--- src/rtl/mbc_pkg.sv ---
// Shared types, codes and the CRC-16 byte update for the coil master.
// No dependencies; mbc_core, mbc_emit and the top level refer to it by scoped names.
`timescale 1ns / 1ps
`default_nettype none

package mbc_pkg;

    // Input command codes
    localparam logic [2:0] CMD_WR_SINGLE = 3'd0;
    localparam logic [2:0] CMD_WR_MULTI  = 3'd1;
    localparam logic [2:0] CMD_RD_COILS  = 3'd2;
    localparam logic [2:0] CMD_RX_BYTE   = 3'd3;
    localparam logic [2:0] CMD_TICK      = 3'd4;

    // Request kind as held while waiting for the reply
    localparam logic [1:0] REQ_RD = 2'd2;

    // Completion status codes
    localparam logic [2:0] ST_OK      = 3'd0;
    localparam logic [2:0] ST_TIMEOUT = 3'd1;
    localparam logic [2:0] ST_FRAME   = 3'd2;
    localparam logic [2:0] ST_CRC     = 3'd3;
    localparam logic [2:0] ST_RANGE   = 3'd4;

    // Result kinds
    localparam logic OUT_TX   = 1'b0;
    localparam logic OUT_DONE = 1'b1;

    // Function codes and frame constants
    localparam logic [7:0]  FC_WR_SINGLE = 8'h05;
    localparam logic [7:0]  FC_WR_MULTI  = 8'h0F;
    localparam logic [7:0]  FC_RD_COILS  = 8'h01;
    localparam logic [7:0]  COIL_ON      = 8'hFF;
    localparam logic [15:0] CRC_INIT     = 16'hFFFF;
    localparam logic [15:0] CRC_POLY     = 16'hA001;
    localparam logic [15:0] TIMEOUT_RST  = 16'd1000;
    localparam logic [3:0]  RPL_LEN_WR   = 4'd8;
    localparam logic [3:0]  RPL_BASE_RD  = 4'd5;
    localparam logic [3:0]  FRM_BASE     = 4'd6;
    localparam logic [3:0]  FRM_BASE_WM  = 4'd7;

    localparam int FRM_MAX = 9;  // data bytes of the longest frame, CRC excluded
    localparam int HDR_LEN = 6;

    typedef logic [7:0] t_byte;

    // One batch of results handed from the core to the emitter
    typedef struct packed {
        logic                       kind;
        logic [2:0]                 status;
        logic [15:0]                value;
        logic [3:0]                 dlen;
        logic [FRM_MAX-1:0][7:0]    frm;
    } t_emit;

    // One byte through the reflected CRC-16 (poly 0xA001)
    function automatic logic [15:0] crc_feed(input logic [15:0] crc, input logic [7:0] b);
        logic [15:0] c;
        c = crc ^ {8'h00, b};
        for (int i = 0; i < 8; i++) begin
            c = c[0] ? ((c >> 1) ^ CRC_POLY) : (c >> 1);
        end
        return c;
    endfunction

endpackage

`default_nettype wire

--- src/rtl/mbc_in_if.sv ---
// Request channel: command plus request or reply-byte payload.
// Depends on nothing.
`timescale 1ns / 1ps
`default_nettype none

interface mbc_in_if;
    logic        valid;
    logic        ready;
    logic [2:0]  cmd;
    logic [7:0]  dev_addr;
    logic [15:0] coil_addr;
    logic [15:0] coil_count;
    logic [15:0] coil_value;
    logic [7:0]  rx_byte;

    modport source (output valid, cmd, dev_addr, coil_addr, coil_count, coil_value,
                    rx_byte, input ready);
    modport sink (input valid, cmd, dev_addr, coil_addr, coil_count, coil_value,
                  rx_byte, output ready);
endinterface

`default_nettype wire

--- src/rtl/mbc_out_if.sv ---
// Result channel: transmit bytes and completions.
// Depends on nothing.
`timescale 1ns / 1ps
`default_nettype none

interface mbc_out_if;
    logic        valid;
    logic        ready;
    logic        kind;
    logic [7:0]  tx_byte;
    logic [2:0]  status;
    logic [15:0] read_value;
    logic        last;

    modport source (output valid, kind, tx_byte, status, read_value, last, input ready);
    modport sink (input valid, kind, tx_byte, status, read_value, last, output ready);
endinterface

`default_nettype wire

--- src/rtl/mbc_cfg_if.sv ---
// Configuration write channel: the reply timeout in milliseconds.
// Depends on nothing.
`timescale 1ns / 1ps
`default_nettype none

interface mbc_cfg_if;
    logic        valid;
    logic        ready;
    logic [15:0] data;

    modport source (output valid, data, input ready);
    modport sink (input valid, data, output ready);
endinterface

`default_nettype wire

--- src/rtl/mbc_core.sv ---
// Input register and transaction state: builds request frames, collects
// and checks reply bytes, runs the timeout. Uses mbc_pkg, mbc_in_if, mbc_cfg_if.
`timescale 1ns / 1ps
`default_nettype none

module mbc_core #(
    parameter int MAX_COILS = 16
) (
    input  wire             i_clk,
    input  wire             i_rst_n,
    mbc_in_if.sink          i_req,
    mbc_cfg_if.sink         i_cfg,
    input  wire             i_can_load,
    output logic            o_load,
    output mbc_pkg::t_emit  o_emit
);

    localparam logic [1:0] PH_IDLE = 2'd0;
    localparam logic [1:0] PH_WAIT = 2'd1;

    // Input register
    logic        r_in_valid;
    logic [2:0]  r_in_cmd;
    logic [7:0]  r_in_slave;
    logic [15:0] r_in_caddr;
    logic [15:0] r_in_count;
    logic [15:0] r_in_value;
    logic [7:0]  r_in_rx;

    // Transaction state
    logic [1:0]  r_phase,   n_phase;
    logic [1:0]  r_kind,    n_kind;
    logic [3:0]  r_exp,     n_exp;
    logic [3:0]  r_rcv,     n_rcv;
    logic [15:0] r_crc,     n_crc;
    logic [15:0] r_elapsed, n_elapsed;
    logic [15:0] r_timeout;
    mbc_pkg::t_byte r_hdr   [0:mbc_pkg::HDR_LEN-1];
    mbc_pkg::t_byte r_reply [0:mbc_pkg::HDR_LEN-1];
    mbc_pkg::t_byte r_prev;

    logic        w_adv;
    logic        w_has;
    logic        w_hdr_we;
    logic        w_rpl_we;
    logic        w_over;
    logic [4:0]  w_nb_sum;
    logic [1:0]  w_nb;
    logic [3:0]  w_dlen;
    logic [3:0]  w_exp;
    logic [mbc_pkg::FRM_MAX-1:0][7:0] w_frm;
    mbc_pkg::t_byte w_rb [0:mbc_pkg::HDR_LEN-1];
    logic        w_hdr_bad;
    logic        w_crc_bad;
    logic [2:0]  w_fin_status;
    logic [15:0] w_fin_value;
    mbc_pkg::t_emit w_emit;

    assign w_adv       = r_in_valid && (!w_has || i_can_load);
    assign i_req.ready = !r_in_valid || w_adv;
    assign i_cfg.ready = 1'b1;
    assign o_load      = w_adv && w_has;
    assign o_emit      = w_emit;

    // Request frame, CRC excluded; the emitter appends it on the way out
    assign w_over   = r_in_count > 16'(MAX_COILS);
    assign w_nb_sum = r_in_count[4:0] + 5'd7;
    assign w_nb     = w_nb_sum[4:3];
    assign w_dlen   = (r_in_cmd == mbc_pkg::CMD_WR_MULTI)
                      ? (mbc_pkg::FRM_BASE_WM + {2'b00, w_nb}) : mbc_pkg::FRM_BASE;
    assign w_exp    = (r_in_cmd == mbc_pkg::CMD_RD_COILS)
                      ? (mbc_pkg::RPL_BASE_RD + {2'b00, w_nb}) : mbc_pkg::RPL_LEN_WR;

    always_comb begin
        w_frm    = '0;
        w_frm[0] = r_in_slave;
        w_frm[2] = r_in_caddr[15:8];
        w_frm[3] = r_in_caddr[7:0];
        case (r_in_cmd)
            mbc_pkg::CMD_WR_SINGLE: begin
                w_frm[1] = mbc_pkg::FC_WR_SINGLE;
                w_frm[4] = r_in_value[0] ? mbc_pkg::COIL_ON : 8'h00;
            end
            mbc_pkg::CMD_WR_MULTI: begin
                w_frm[1] = mbc_pkg::FC_WR_MULTI;
                w_frm[4] = r_in_count[15:8];
                w_frm[5] = r_in_count[7:0];
                w_frm[6] = {6'b000000, w_nb};
                if (w_nb == 2'd1) begin
                    w_frm[7] = r_in_value[7:0];
                end else if (w_nb == 2'd2) begin
                    w_frm[7] = r_in_value[15:8];
                    w_frm[8] = r_in_value[7:0];
                end
            end
            default: begin
                w_frm[1] = mbc_pkg::FC_RD_COILS;
                w_frm[4] = r_in_count[15:8];
                w_frm[5] = r_in_count[7:0];
            end
        endcase
    end

    // Reply bytes as they stand once the current byte is stored
    always_comb begin
        for (int i = 0; i < mbc_pkg::HDR_LEN; i++) begin
            w_rb[i] = (r_rcv == 4'(i)) ? r_in_rx : r_reply[i];
        end
    end

    // Header echo first, then the CRC held in the last two bytes
    always_comb begin
        w_hdr_bad = (w_rb[0] != r_hdr[0]) || (w_rb[1] != r_hdr[1]);
        if (r_kind != mbc_pkg::REQ_RD) begin
            w_hdr_bad = w_hdr_bad || (w_rb[2] != r_hdr[2]) || (w_rb[3] != r_hdr[3])
                        || (w_rb[4] != r_hdr[4]) || (w_rb[5] != r_hdr[5]);
        end
        w_crc_bad   = {r_prev, r_in_rx} != r_crc;
        w_fin_value = '0;
        if (w_hdr_bad) begin
            w_fin_status = mbc_pkg::ST_FRAME;
        end else if (w_crc_bad) begin
            w_fin_status = mbc_pkg::ST_CRC;
        end else begin
            w_fin_status = mbc_pkg::ST_OK;
            if (r_kind == mbc_pkg::REQ_RD) begin
                if (w_rb[2] == 8'd1) begin
                    w_fin_value = {8'h00, w_rb[3]};
                end else if (w_rb[2] == 8'd2) begin
                    w_fin_value = {w_rb[3], w_rb[4]};
                end
            end
        end
    end

    always_comb begin
        n_phase   = r_phase;
        n_kind    = r_kind;
        n_exp     = r_exp;
        n_rcv     = r_rcv;
        n_crc     = r_crc;
        n_elapsed = r_elapsed;
        w_has     = 1'b0;
        w_hdr_we  = 1'b0;
        w_rpl_we  = 1'b0;
        w_emit    = '0;
        case (r_in_cmd)
            mbc_pkg::CMD_WR_SINGLE, mbc_pkg::CMD_WR_MULTI, mbc_pkg::CMD_RD_COILS: begin
                if (r_phase == PH_IDLE) begin
                    w_has = 1'b1;
                    if (r_in_cmd != mbc_pkg::CMD_WR_SINGLE && w_over) begin
                        w_emit.kind   = mbc_pkg::OUT_DONE;
                        w_emit.status = mbc_pkg::ST_RANGE;
                    end else begin
                        w_emit.kind = mbc_pkg::OUT_TX;
                        w_emit.frm  = w_frm;
                        w_emit.dlen = w_dlen;
                        w_hdr_we    = 1'b1;
                        n_kind      = r_in_cmd[1:0];
                        n_exp       = w_exp;
                        n_rcv       = '0;
                        n_crc       = mbc_pkg::CRC_INIT;
                        n_elapsed   = '0;
                        n_phase     = PH_WAIT;
                    end
                end
            end
            mbc_pkg::CMD_RX_BYTE: begin
                if (r_phase == PH_WAIT) begin
                    w_rpl_we = r_rcv < 4'(mbc_pkg::HDR_LEN);
                    n_rcv    = r_rcv + 4'd1;
                    // trailer bytes stay out of the running CRC
                    if ({1'b0, r_rcv} + 5'd2 < {1'b0, r_exp}) begin
                        n_crc = mbc_pkg::crc_feed(r_crc, r_in_rx);
                    end
                    if (n_rcv >= r_exp) begin
                        w_has         = 1'b1;
                        w_emit.kind   = mbc_pkg::OUT_DONE;
                        w_emit.status = w_fin_status;
                        w_emit.value  = w_fin_value;
                        n_phase       = PH_IDLE;
                    end
                end
            end
            mbc_pkg::CMD_TICK: begin
                if (r_phase == PH_WAIT) begin
                    if (r_elapsed >= r_timeout) begin
                        w_has         = 1'b1;
                        w_emit.kind   = mbc_pkg::OUT_DONE;
                        w_emit.status = mbc_pkg::ST_TIMEOUT;
                        n_phase       = PH_IDLE;
                    end else begin
                        n_elapsed = r_elapsed + 16'd1;
                    end
                end
            end
            default: ;
        endcase
    end

    always_ff @(posedge i_clk) begin
        if (!i_rst_n) begin
            r_in_valid <= 1'b0;
            r_phase    <= PH_IDLE;
            r_kind     <= '0;
            r_exp      <= '0;
            r_rcv      <= '0;
            r_crc      <= mbc_pkg::CRC_INIT;
            r_elapsed  <= '0;
            r_timeout  <= mbc_pkg::TIMEOUT_RST;
        end else begin
            if (i_cfg.valid) begin
                r_timeout <= i_cfg.data;
            end
            if (i_req.ready) begin
                r_in_valid <= i_req.valid;
            end
            if (w_adv) begin
                r_phase   <= n_phase;
                r_kind    <= n_kind;
                r_exp     <= n_exp;
                r_rcv     <= n_rcv;
                r_crc     <= n_crc;
                r_elapsed <= n_elapsed;
            end
        end
    end

    always_ff @(posedge i_clk) begin
        if (i_req.valid && i_req.ready) begin
            r_in_cmd   <= i_req.cmd;
            r_in_slave <= i_req.dev_addr;
            r_in_caddr <= i_req.coil_addr;
            r_in_count <= i_req.coil_count;
            r_in_value <= i_req.coil_value;
            r_in_rx    <= i_req.rx_byte;
        end
        if (w_adv && w_hdr_we) begin
            for (int i = 0; i < mbc_pkg::HDR_LEN; i++) begin
                r_hdr[i] <= w_frm[i];
            end
        end
        if (w_adv && w_rpl_we) begin
            r_reply[r_rcv[2:0]] <= r_in_rx;
        end
        if (w_adv && r_in_cmd == mbc_pkg::CMD_RX_BYTE && r_phase == PH_WAIT) begin
            r_prev <= r_in_rx;
        end
    end

    // While waiting, the reply is never complete
    a_rcv_below_exp: assert property (@(posedge i_clk) disable iff (!i_rst_n)
        r_phase == PH_WAIT |-> r_rcv < r_exp)
        else $error("reply count reached expected length while waiting");

    // A completion always returns the block to idle
    a_done_idle: assert property (@(posedge i_clk) disable iff (!i_rst_n)
        o_load && w_emit.kind == mbc_pkg::OUT_DONE |=> r_phase == PH_IDLE)
        else $error("completion left a transaction open");

    // A frame is only sent when a reply wait starts
    a_tx_wait: assert property (@(posedge i_clk) disable iff (!i_rst_n)
        o_load && w_emit.kind == mbc_pkg::OUT_TX |=> r_phase == PH_WAIT && r_rcv == 4'd0)
        else $error("frame sent without entering the reply wait");

endmodule

`default_nettype wire

--- src/rtl/mbc_emit.sv ---
// Result register: shifts out frame bytes with the CRC trailer, or holds
// one completion. Uses mbc_pkg and mbc_out_if.
`timescale 1ns / 1ps
`default_nettype none

module mbc_emit (
    input  wire             i_clk,
    input  wire             i_rst_n,
    input  wire             i_load,
    input  mbc_pkg::t_emit  i_emit,
    output logic            o_can_load,
    mbc_out_if.source       o_rsp
);

    logic        r_busy;
    logic        r_kind;
    logic [2:0]  r_status;
    logic [15:0] r_value;
    logic [mbc_pkg::FRM_MAX-1:0][7:0] r_frm;
    logic [3:0]  r_dcnt;
    logic [1:0]  r_tcnt;
    logic [15:0] r_crc;

    logic        w_fire;
    logic        w_last;
    logic        w_done;
    logic [7:0]  w_byte;

    assign w_last = (r_kind == mbc_pkg::OUT_TX) && (r_dcnt == 4'd0) && (r_tcnt == 2'd1);
    assign w_fire = r_busy && o_rsp.ready;
    assign w_done = w_fire && ((r_kind == mbc_pkg::OUT_DONE) || w_last);
    assign o_can_load = !r_busy || w_done;

    always_comb begin
        if (r_kind == mbc_pkg::OUT_DONE) begin
            w_byte = 8'h00;
        end else if (r_dcnt != 4'd0) begin
            w_byte = r_frm[0];
        end else if (r_tcnt == 2'd2) begin
            w_byte = r_crc[15:8];
        end else begin
            w_byte = r_crc[7:0];
        end
    end

    assign o_rsp.valid      = r_busy;
    assign o_rsp.kind       = r_kind;
    assign o_rsp.tx_byte    = w_byte;
    assign o_rsp.status     = r_status;
    assign o_rsp.read_value = r_value;
    assign o_rsp.last       = w_last;

    always_ff @(posedge i_clk) begin
        if (!i_rst_n) begin
            r_busy <= 1'b0;
            r_kind <= mbc_pkg::OUT_TX;
            r_dcnt <= '0;
            r_tcnt <= '0;
        end else if (i_load) begin
            r_busy <= 1'b1;
            r_kind <= i_emit.kind;
            if (i_emit.kind == mbc_pkg::OUT_DONE) begin
                r_dcnt <= '0;
                r_tcnt <= '0;
            end else begin
                r_dcnt <= i_emit.dlen;
                r_tcnt <= 2'd2;
            end
        end else if (w_done) begin
            r_busy <= 1'b0;
        end else if (w_fire) begin
            if (r_dcnt != 4'd0) begin
                r_dcnt <= r_dcnt - 4'd1;
            end else begin
                r_tcnt <= r_tcnt - 2'd1;
            end
        end
    end

    always_ff @(posedge i_clk) begin
        if (i_load) begin
            r_status <= i_emit.status;
            r_value  <= i_emit.value;
            r_frm    <= i_emit.frm;
            r_crc    <= mbc_pkg::CRC_INIT;
        end else if (w_fire && r_dcnt != 4'd0) begin
            // advance the frame, fold the departing byte into the trailer
            r_frm <= {8'h00, r_frm[mbc_pkg::FRM_MAX-1:1]};
            r_crc <= mbc_pkg::crc_feed(r_crc, r_frm[0]);
        end
    end

    // A stalled result keeps its position in the frame
    a_stall_hold: assert property (@(posedge i_clk) disable iff (!i_rst_n)
        r_busy && !o_rsp.ready |=> r_busy && $stable(r_dcnt) && $stable(r_tcnt))
        else $error("result moved while the receiver stalled");

    // Completions carry no frame byte and no end marker
    a_done_clean: assert property (@(posedge i_clk) disable iff (!i_rst_n)
        r_busy && r_kind == mbc_pkg::OUT_DONE |-> w_byte == 8'h00 && !w_last)
        else $error("completion carries frame fields");

    // A frame never loads with fewer data bytes than the fixed header
    a_frame_len: assert property (@(posedge i_clk) disable iff (!i_rst_n)
        i_load && i_emit.kind == mbc_pkg::OUT_TX |=> r_dcnt >= 4'd6 && r_dcnt <= 4'd9)
        else $error("frame length out of range");

endmodule

`default_nettype wire

--- src/rtl/modbus_rtu_coil_master.sv ---
// Modbus RTU coil master: request frames with CRC trailer, reply checking
// and timeout. Top level; uses mbc_pkg, the channel interfaces, mbc_core, mbc_emit.
//
// Usage:
//   i_req carries commands: write single coil, write multiple coils, read
//   coils, one received reply byte, or a millisecond tick. o_rsp carries
//   results: frame bytes to transmit (last marks the final CRC byte) and
//   one completion per transaction with status and read data. i_cfg writes
//   the reply timeout in milliseconds; it is always ready.
//   An accepted item is held in the input register, and its first result
//   is registered in the result register before it reaches o_rsp. A request
//   frame of N bytes leaves at one byte per cycle while the receiver is
//   ready, from the result register; the trailer CRC is folded in as the
//   data bytes go out. Items with no result (bytes, ticks) pass at one per
//   cycle; an item with results waits in the input register until the result
//   register has delivered its previous frame or completion.
//   Reset leaves the block idle with a timeout of 1000 ms. When the
//   receiver stalls, the current result holds; items without results keep
//   passing until one with results reaches the input register, then
//   i_req.ready drops until results move again.
`timescale 1ns / 1ps
`default_nettype none

module modbus_rtu_coil_master #(
    parameter int MAX_COILS = 16
) (
    input  wire        i_clk,
    input  wire        i_rst_n,
    mbc_in_if.sink     i_req,
    mbc_cfg_if.sink    i_cfg,
    mbc_out_if.source  o_rsp
);

    logic           w_load;
    logic           w_can_load;
    mbc_pkg::t_emit w_emit;

    mbc_core #(
        .MAX_COILS (MAX_COILS)
    ) u_core (
        .i_clk      (i_clk),
        .i_rst_n    (i_rst_n),
        .i_req      (i_req),
        .i_cfg      (i_cfg),
        .i_can_load (w_can_load),
        .o_load     (w_load),
        .o_emit     (w_emit)
    );

    mbc_emit u_emit (
        .i_clk      (i_clk),
        .i_rst_n    (i_rst_n),
        .i_load     (w_load),
        .i_emit     (w_emit),
        .o_can_load (w_can_load),
        .o_rsp      (o_rsp)
    );

endmodule

`default_nettype wire
--- src/flat_wrapper.sv ---
// flat-port wrapper written by rule: the top's interface ports become plain ports
module modbus_rtu_coil_master_flat 
#(
    parameter int MAX_COILS = 16
)
  (i_clk, i_rst_n, i_req_valid, i_req_cmd, i_req_dev_addr, i_req_coil_addr, i_req_coil_count, i_req_coil_value, i_req_rx_byte, i_req_ready, i_cfg_valid, i_cfg_data, i_cfg_ready, o_rsp_valid, o_rsp_kind, o_rsp_tx_byte, o_rsp_status, o_rsp_read_value, o_rsp_last, o_rsp_ready);
  mbc_in_if i_req_i ();
  mbc_cfg_if i_cfg_i ();
  mbc_out_if o_rsp_i ();
  input  wire i_clk;
  input  wire i_rst_n;
  input wire logic [$bits(i_req_i.valid)-1:0] i_req_valid;
  input wire logic [$bits(i_req_i.cmd)-1:0] i_req_cmd;
  input wire logic [$bits(i_req_i.dev_addr)-1:0] i_req_dev_addr;
  input wire logic [$bits(i_req_i.coil_addr)-1:0] i_req_coil_addr;
  input wire logic [$bits(i_req_i.coil_count)-1:0] i_req_coil_count;
  input wire logic [$bits(i_req_i.coil_value)-1:0] i_req_coil_value;
  input wire logic [$bits(i_req_i.rx_byte)-1:0] i_req_rx_byte;
  output wire logic [$bits(i_req_i.ready)-1:0] i_req_ready;
  input wire logic [$bits(i_cfg_i.valid)-1:0] i_cfg_valid;
  input wire logic [$bits(i_cfg_i.data)-1:0] i_cfg_data;
  output wire logic [$bits(i_cfg_i.ready)-1:0] i_cfg_ready;
  output wire logic [$bits(o_rsp_i.valid)-1:0] o_rsp_valid;
  output wire logic [$bits(o_rsp_i.kind)-1:0] o_rsp_kind;
  output wire logic [$bits(o_rsp_i.tx_byte)-1:0] o_rsp_tx_byte;
  output wire logic [$bits(o_rsp_i.status)-1:0] o_rsp_status;
  output wire logic [$bits(o_rsp_i.read_value)-1:0] o_rsp_read_value;
  output wire logic [$bits(o_rsp_i.last)-1:0] o_rsp_last;
  input wire logic [$bits(o_rsp_i.ready)-1:0] o_rsp_ready;
  assign i_req_i.valid = i_req_valid;
  assign i_req_i.cmd = i_req_cmd;
  assign i_req_i.dev_addr = i_req_dev_addr;
  assign i_req_i.coil_addr = i_req_coil_addr;
  assign i_req_i.coil_count = i_req_coil_count;
  assign i_req_i.coil_value = i_req_coil_value;
  assign i_req_i.rx_byte = i_req_rx_byte;
  assign i_req_ready = i_req_i.ready;
  assign i_cfg_i.valid = i_cfg_valid;
  assign i_cfg_i.data = i_cfg_data;
  assign i_cfg_ready = i_cfg_i.ready;
  assign o_rsp_valid = o_rsp_i.valid;
  assign o_rsp_kind = o_rsp_i.kind;
  assign o_rsp_tx_byte = o_rsp_i.tx_byte;
  assign o_rsp_status = o_rsp_i.status;
  assign o_rsp_read_value = o_rsp_i.read_value;
  assign o_rsp_last = o_rsp_i.last;
  assign o_rsp_i.ready = o_rsp_ready;
  modbus_rtu_coil_master #(.MAX_COILS(MAX_COILS)) u_core (.i_clk(i_clk), .i_rst_n(i_rst_n), .i_req(i_req_i), .i_cfg(i_cfg_i), .o_rsp(o_rsp_i));
endmodule
--- config.mk ---
export PLATFORM = sky130hd
export DESIGN_NAME = modbus_rtu_coil_master_flat
export DESIGN_NICKNAME = d
export VERILOG_FILES = /design/src/rtl/mbc_pkg.sv /design/src/rtl/mbc_in_if.sv /design/src/rtl/mbc_out_if.sv /design/src/rtl/mbc_cfg_if.sv /design/src/rtl/mbc_core.sv /design/src/rtl/mbc_emit.sv /design/src/rtl/modbus_rtu_coil_master.sv /design/src/flat_wrapper.sv
export SDC_FILE = /design/constraint.sdc
export NUM_CORES = 1
export LEC_CHECK = 0
export ABC_CLOCK_PERIOD_IN_PS = 8750
export BUFFER_PORTS_ARGS = -buffer_cell sky130_fd_sc_hd__buf_2
export CORE_MARGIN = 5
export CORE_UTILIZATION = 45
export CTS_CLUSTER_DIAMETER = 40
export CTS_CLUSTER_SIZE = 12
export DETAILED_ROUTE_END_ITERATION = 8
export GPL_TIMING_DRIVEN = 0
export PLACE_DENSITY_LB_ADDON = 0.1
export SETUP_SLACK_MARGIN = 0.5
export SLEW_MARGIN = 30
export SYNTH_ARGS = -nofsm -noshare
export SYNTH_HDL_FRONTEND = slang
export SYNTH_SLANG_ARGS = --single-unit
--- constraint.sdc ---
create_clock -name i_clk -period 8.75 [get_ports i_clk]
set_input_delay 0.875 -clock i_clk [delete_from_list [all_inputs] [get_ports i_clk]]
set_output_delay 0.875 -clock i_clk [all_outputs]
set_load 0.01 [all_outputs]
==> qor.yml <==
drive_above_1_share_pct: 18.0
cts_buffers: 52
peakVddDrop_uv: 151
cp_slowest_stage_delay_ps: 570
antenna_cells: 0
chipWidth_um: 196
clkLatencyLatePin_ps: 580
min_path_type: "register to register"
rsz0062_at_grt: "no"
globalplace.congestion: 0.888
htree_levels: 2
layout.nets: 1602
slew_violations: 0
power_density_nw_per_um2: 222
vias_per_cell: 5.40
hold_end: "u_core.u_core.r_hdr[2][6]"
r2r_start: "u_core.u_core.r_rcv[0]"
syn_avg_cell_area_um2: 12.1
cts_resized: 0
gr-usage-all-layers_pct: 20.5
synth.yosys.seq_area_share_pct: 60.1
wl_per_cell_um: 20.1
multi_input_area_um2: 5720
r2r_end: "u_core.u_emit.r_frm[51]"
critPathCaptureType: "primary output"
die_h_um: 196
clock.fmax_mhz: 233
cp.required_ps: 7880
drc_errors: 0
whs_path_depth: 0
max_cap_violations: 0
r2r_slack_ps: 4980
grt_max_degree: 46
tightest_slew_ps: 770
skew_ps: 19.8
final.setup.tns_ps: 0
max-slew-margin-rel_pct: 48.3
status: "finished clean"
areaGrowthSynthToFinish_pct: 19.9
period_share_pct: 49.0
cts.sinks: 340
clk_pin_slew_ps: 50
synthDistinctLibCells: 89
initial_core_util_pct: 45.4
post_cts_buffers: 0
yosys_register_bits: 340
p_total_mw: 4.16
clock_path_buffers: 3
crit_type: "register to primary output"
hold_buffers: 0
rows: 68
io_buffers: 117
ys.flop_type: "edfxtp_1"
placed_area_um2: 16900
tritoncts: "done"
crit_arrival_ps: 3410
num_vias: 10600
ys.warnings.count: 0
reg2reg_depth: 13
min-delay-start: "u_core.u_core.r_in_caddr[14]"
postLayoutCellArea_um2: 18700
ios: 120
hold_viol_final: 0
synth_fp_nets: 1426
utilization_pct: 54.4
start_kind: "register"
cp_top_family: "simple AND/OR/NAND/NOR gates"
dieArea_um2: 38500
antenna_found_initial: 0
syn-cell-area_um2: 15600
grt_pass1_wl_um: 61000
synthCells: 1294
crit_chain: "ha_1, nand2_1, xnor2_1, ha_1, o211ai_1, o2111ai_1, nand3b_1, inv_1, nor2_1, nor3b_1, inv_1, buf_2"
dp_hpwl_um: 28600
ant_nets: 0
drt_iter0_markers: 774
grt_pass1_vias: 10500
crit_path_top_delay_cell: "nor3b_1"
ff_latch_area_um2: 9370
root_buffer: "clkbuf_16"
synth_edf_count: 256
grt_overflow: 0
period_minus_slack_ps: 4290
critPathBufInv: 3
totalWireLength_um: 39600
p_leak_nw: 7.12
crit_path_max_fanout: 6
core_um2: 34400
fillers: 3021
dr.pass1.iters: 5
finalSetupViolations: 0
async_flop_share_pct: 0
==> through the flow <==
stage / instances / hold slack (ps) / worst slack [ps]
2_1_floorplan: 1294 / 426 / 3400
3_3_place_gp: 1866 / 440 / 1700
3_5_place_dp: 1871 / 437 / 5000
4_1_cts: 1968 / 436 / 4420
5_1_grt: 1968 / 442 / 4220
6_report: 1968 / 451 / 4460
==> flip-flops by register name, indices dropped and copies added (netlist names), 16 cells and up <==
signal,flops
u_core.u_core.r_in_value,16
u_core.u_core.r_hdr,42
u_core.u_core.r_crc,16
u_core.u_core.r_elapsed,16
u_core.u_emit.r_crc,16
u_core.u_core.r_in_caddr,16
u_core.u_emit.r_frm,72
u_core.u_emit.o_rsp.read_value,16
u_core.u_core.r_timeout,16
u_core.u_core.r_in_count,16
u_core.u_core.r_reply,48
==> cell usage in the layout (no fill, tap or decap), types with 7 or more instances in the layout <==
cell       instances
nand3b_1           8
a211oi_1          15
xor2_1            18
nand3_1           27
nor3b_1            8
xnor2_1           72
o211ai_1          20
ha_1              44
nand2b_1           7
a21oi_1           41
inv_1             61
o22ai_1           12
o21ai_0           56
edfxtp_1         256
and2_1            39
nand2_1          150
clkbuf_16         54
o22a_1            10
clkbuf_1          37
nor3_1            21
and3_1            14
a22oi_1            8
nor2_1            59
nand4_1           13
buf_2            136
nor4_1             9
inv_6             11
mux2i_1           46
a21o_1            19
dfxtp_1           84
==> worst max path at each step <==
stage	from	to	cells after the start
after global placement	u_core.u_core.r_rcv[0]	u_core.u_core.r_in_rx[0]	10
final	u_core.u_core.r_rcv[2]	i_req_ready	12
after global routing	u_core.u_core.r_rcv[0]	i_req_ready	11
after CTS	u_core.u_core.r_rcv[2]	i_req_ready	12
after floorplan	u_core.u_core.r_elapsed[0]	u_core.u_core.r_in_caddr[0]	9
after detailed placement	u_core.u_core.r_rcv[0]	u_core.u_emit.r_frm[28]	13
==> final cells by class <==
class	count	area share [%]
tap	455	3.05
clock inverter	34	2.09
timing repair buffer	122	3.83
clock buffer	63	7.46
buffer	61	1.59
inverter	63	1.27
sequential	340	50.1
multi-input combinational	830	30.6
==> logic make-up (layout without fill, tap and decap cells) <==
family	Yosys count	count (layout)	share of synthesized area, %
AOI/OAI and AO/OA	255	255	11.6
xor gates and xnor gates	94	94	5.59
adders and majority gates	44	44	3.53
buffers and inverters	124	343	3.43
DFF	340	340	60.1
muxes	48	48	3.11
other	1	1	0.0240
and+or+nand+nor	388	388	12.6
==> report_power, final <==
part | internal (mW) | total (mW) | switching, mW | leakage, nW
sequential | 1.78 | 1.81 | 0.0333 | 3.09
clock | 1.33 | 2.10 | 0.775 | 0.854
combinational | 0.101 | 0.240 | 0.139 | 3.17
==> layer usage <==
metal  share of wire, %  vias up  track usage, %
li1                   -     5115               -
met1                 44     5116            28.4
met2                 47      321            32.6
met3                6.6       69            4.24
met4                2.4        0            6.57
met5                  0        -               0
==> cells in the mapped netlist, types with 10 or more instances <==
cell | instances | area share, %
xnor2_1 | 72 | 4.0
o211ai_1 | 20 | 0.96
o22a_1 | 10 | 0.56
a211oi_1 | 15 | 0.72
xor2_1 | 18 | 1.0
a21oi_1 | 41 | 1.3
ha_1 | 44 | 3.5
mux2i_1 | 46 | 3.0
o22ai_1 | 12 | 0.48
o21ai_0 | 56 | 1.8
nand2_1 | 151 | 3.6
and2_1 | 39 | 1.6
buf_2 | 19 | 0.61
edfxtp_1 | 256 | 49
nor2_1 | 59 | 1.4
nand3_1 | 27 | 0.87
inv_1 | 61 | 1.5
nor3_1 | 21 | 0.67
and3_1 | 14 | 0.56
dfxtp_1 | 84 | 11
nand4_1 | 13 | 0.52
clkbuf_1 | 29 | 0.70
a21o_1 | 19 | 0.91
Power figures use the tool's default switching activity.
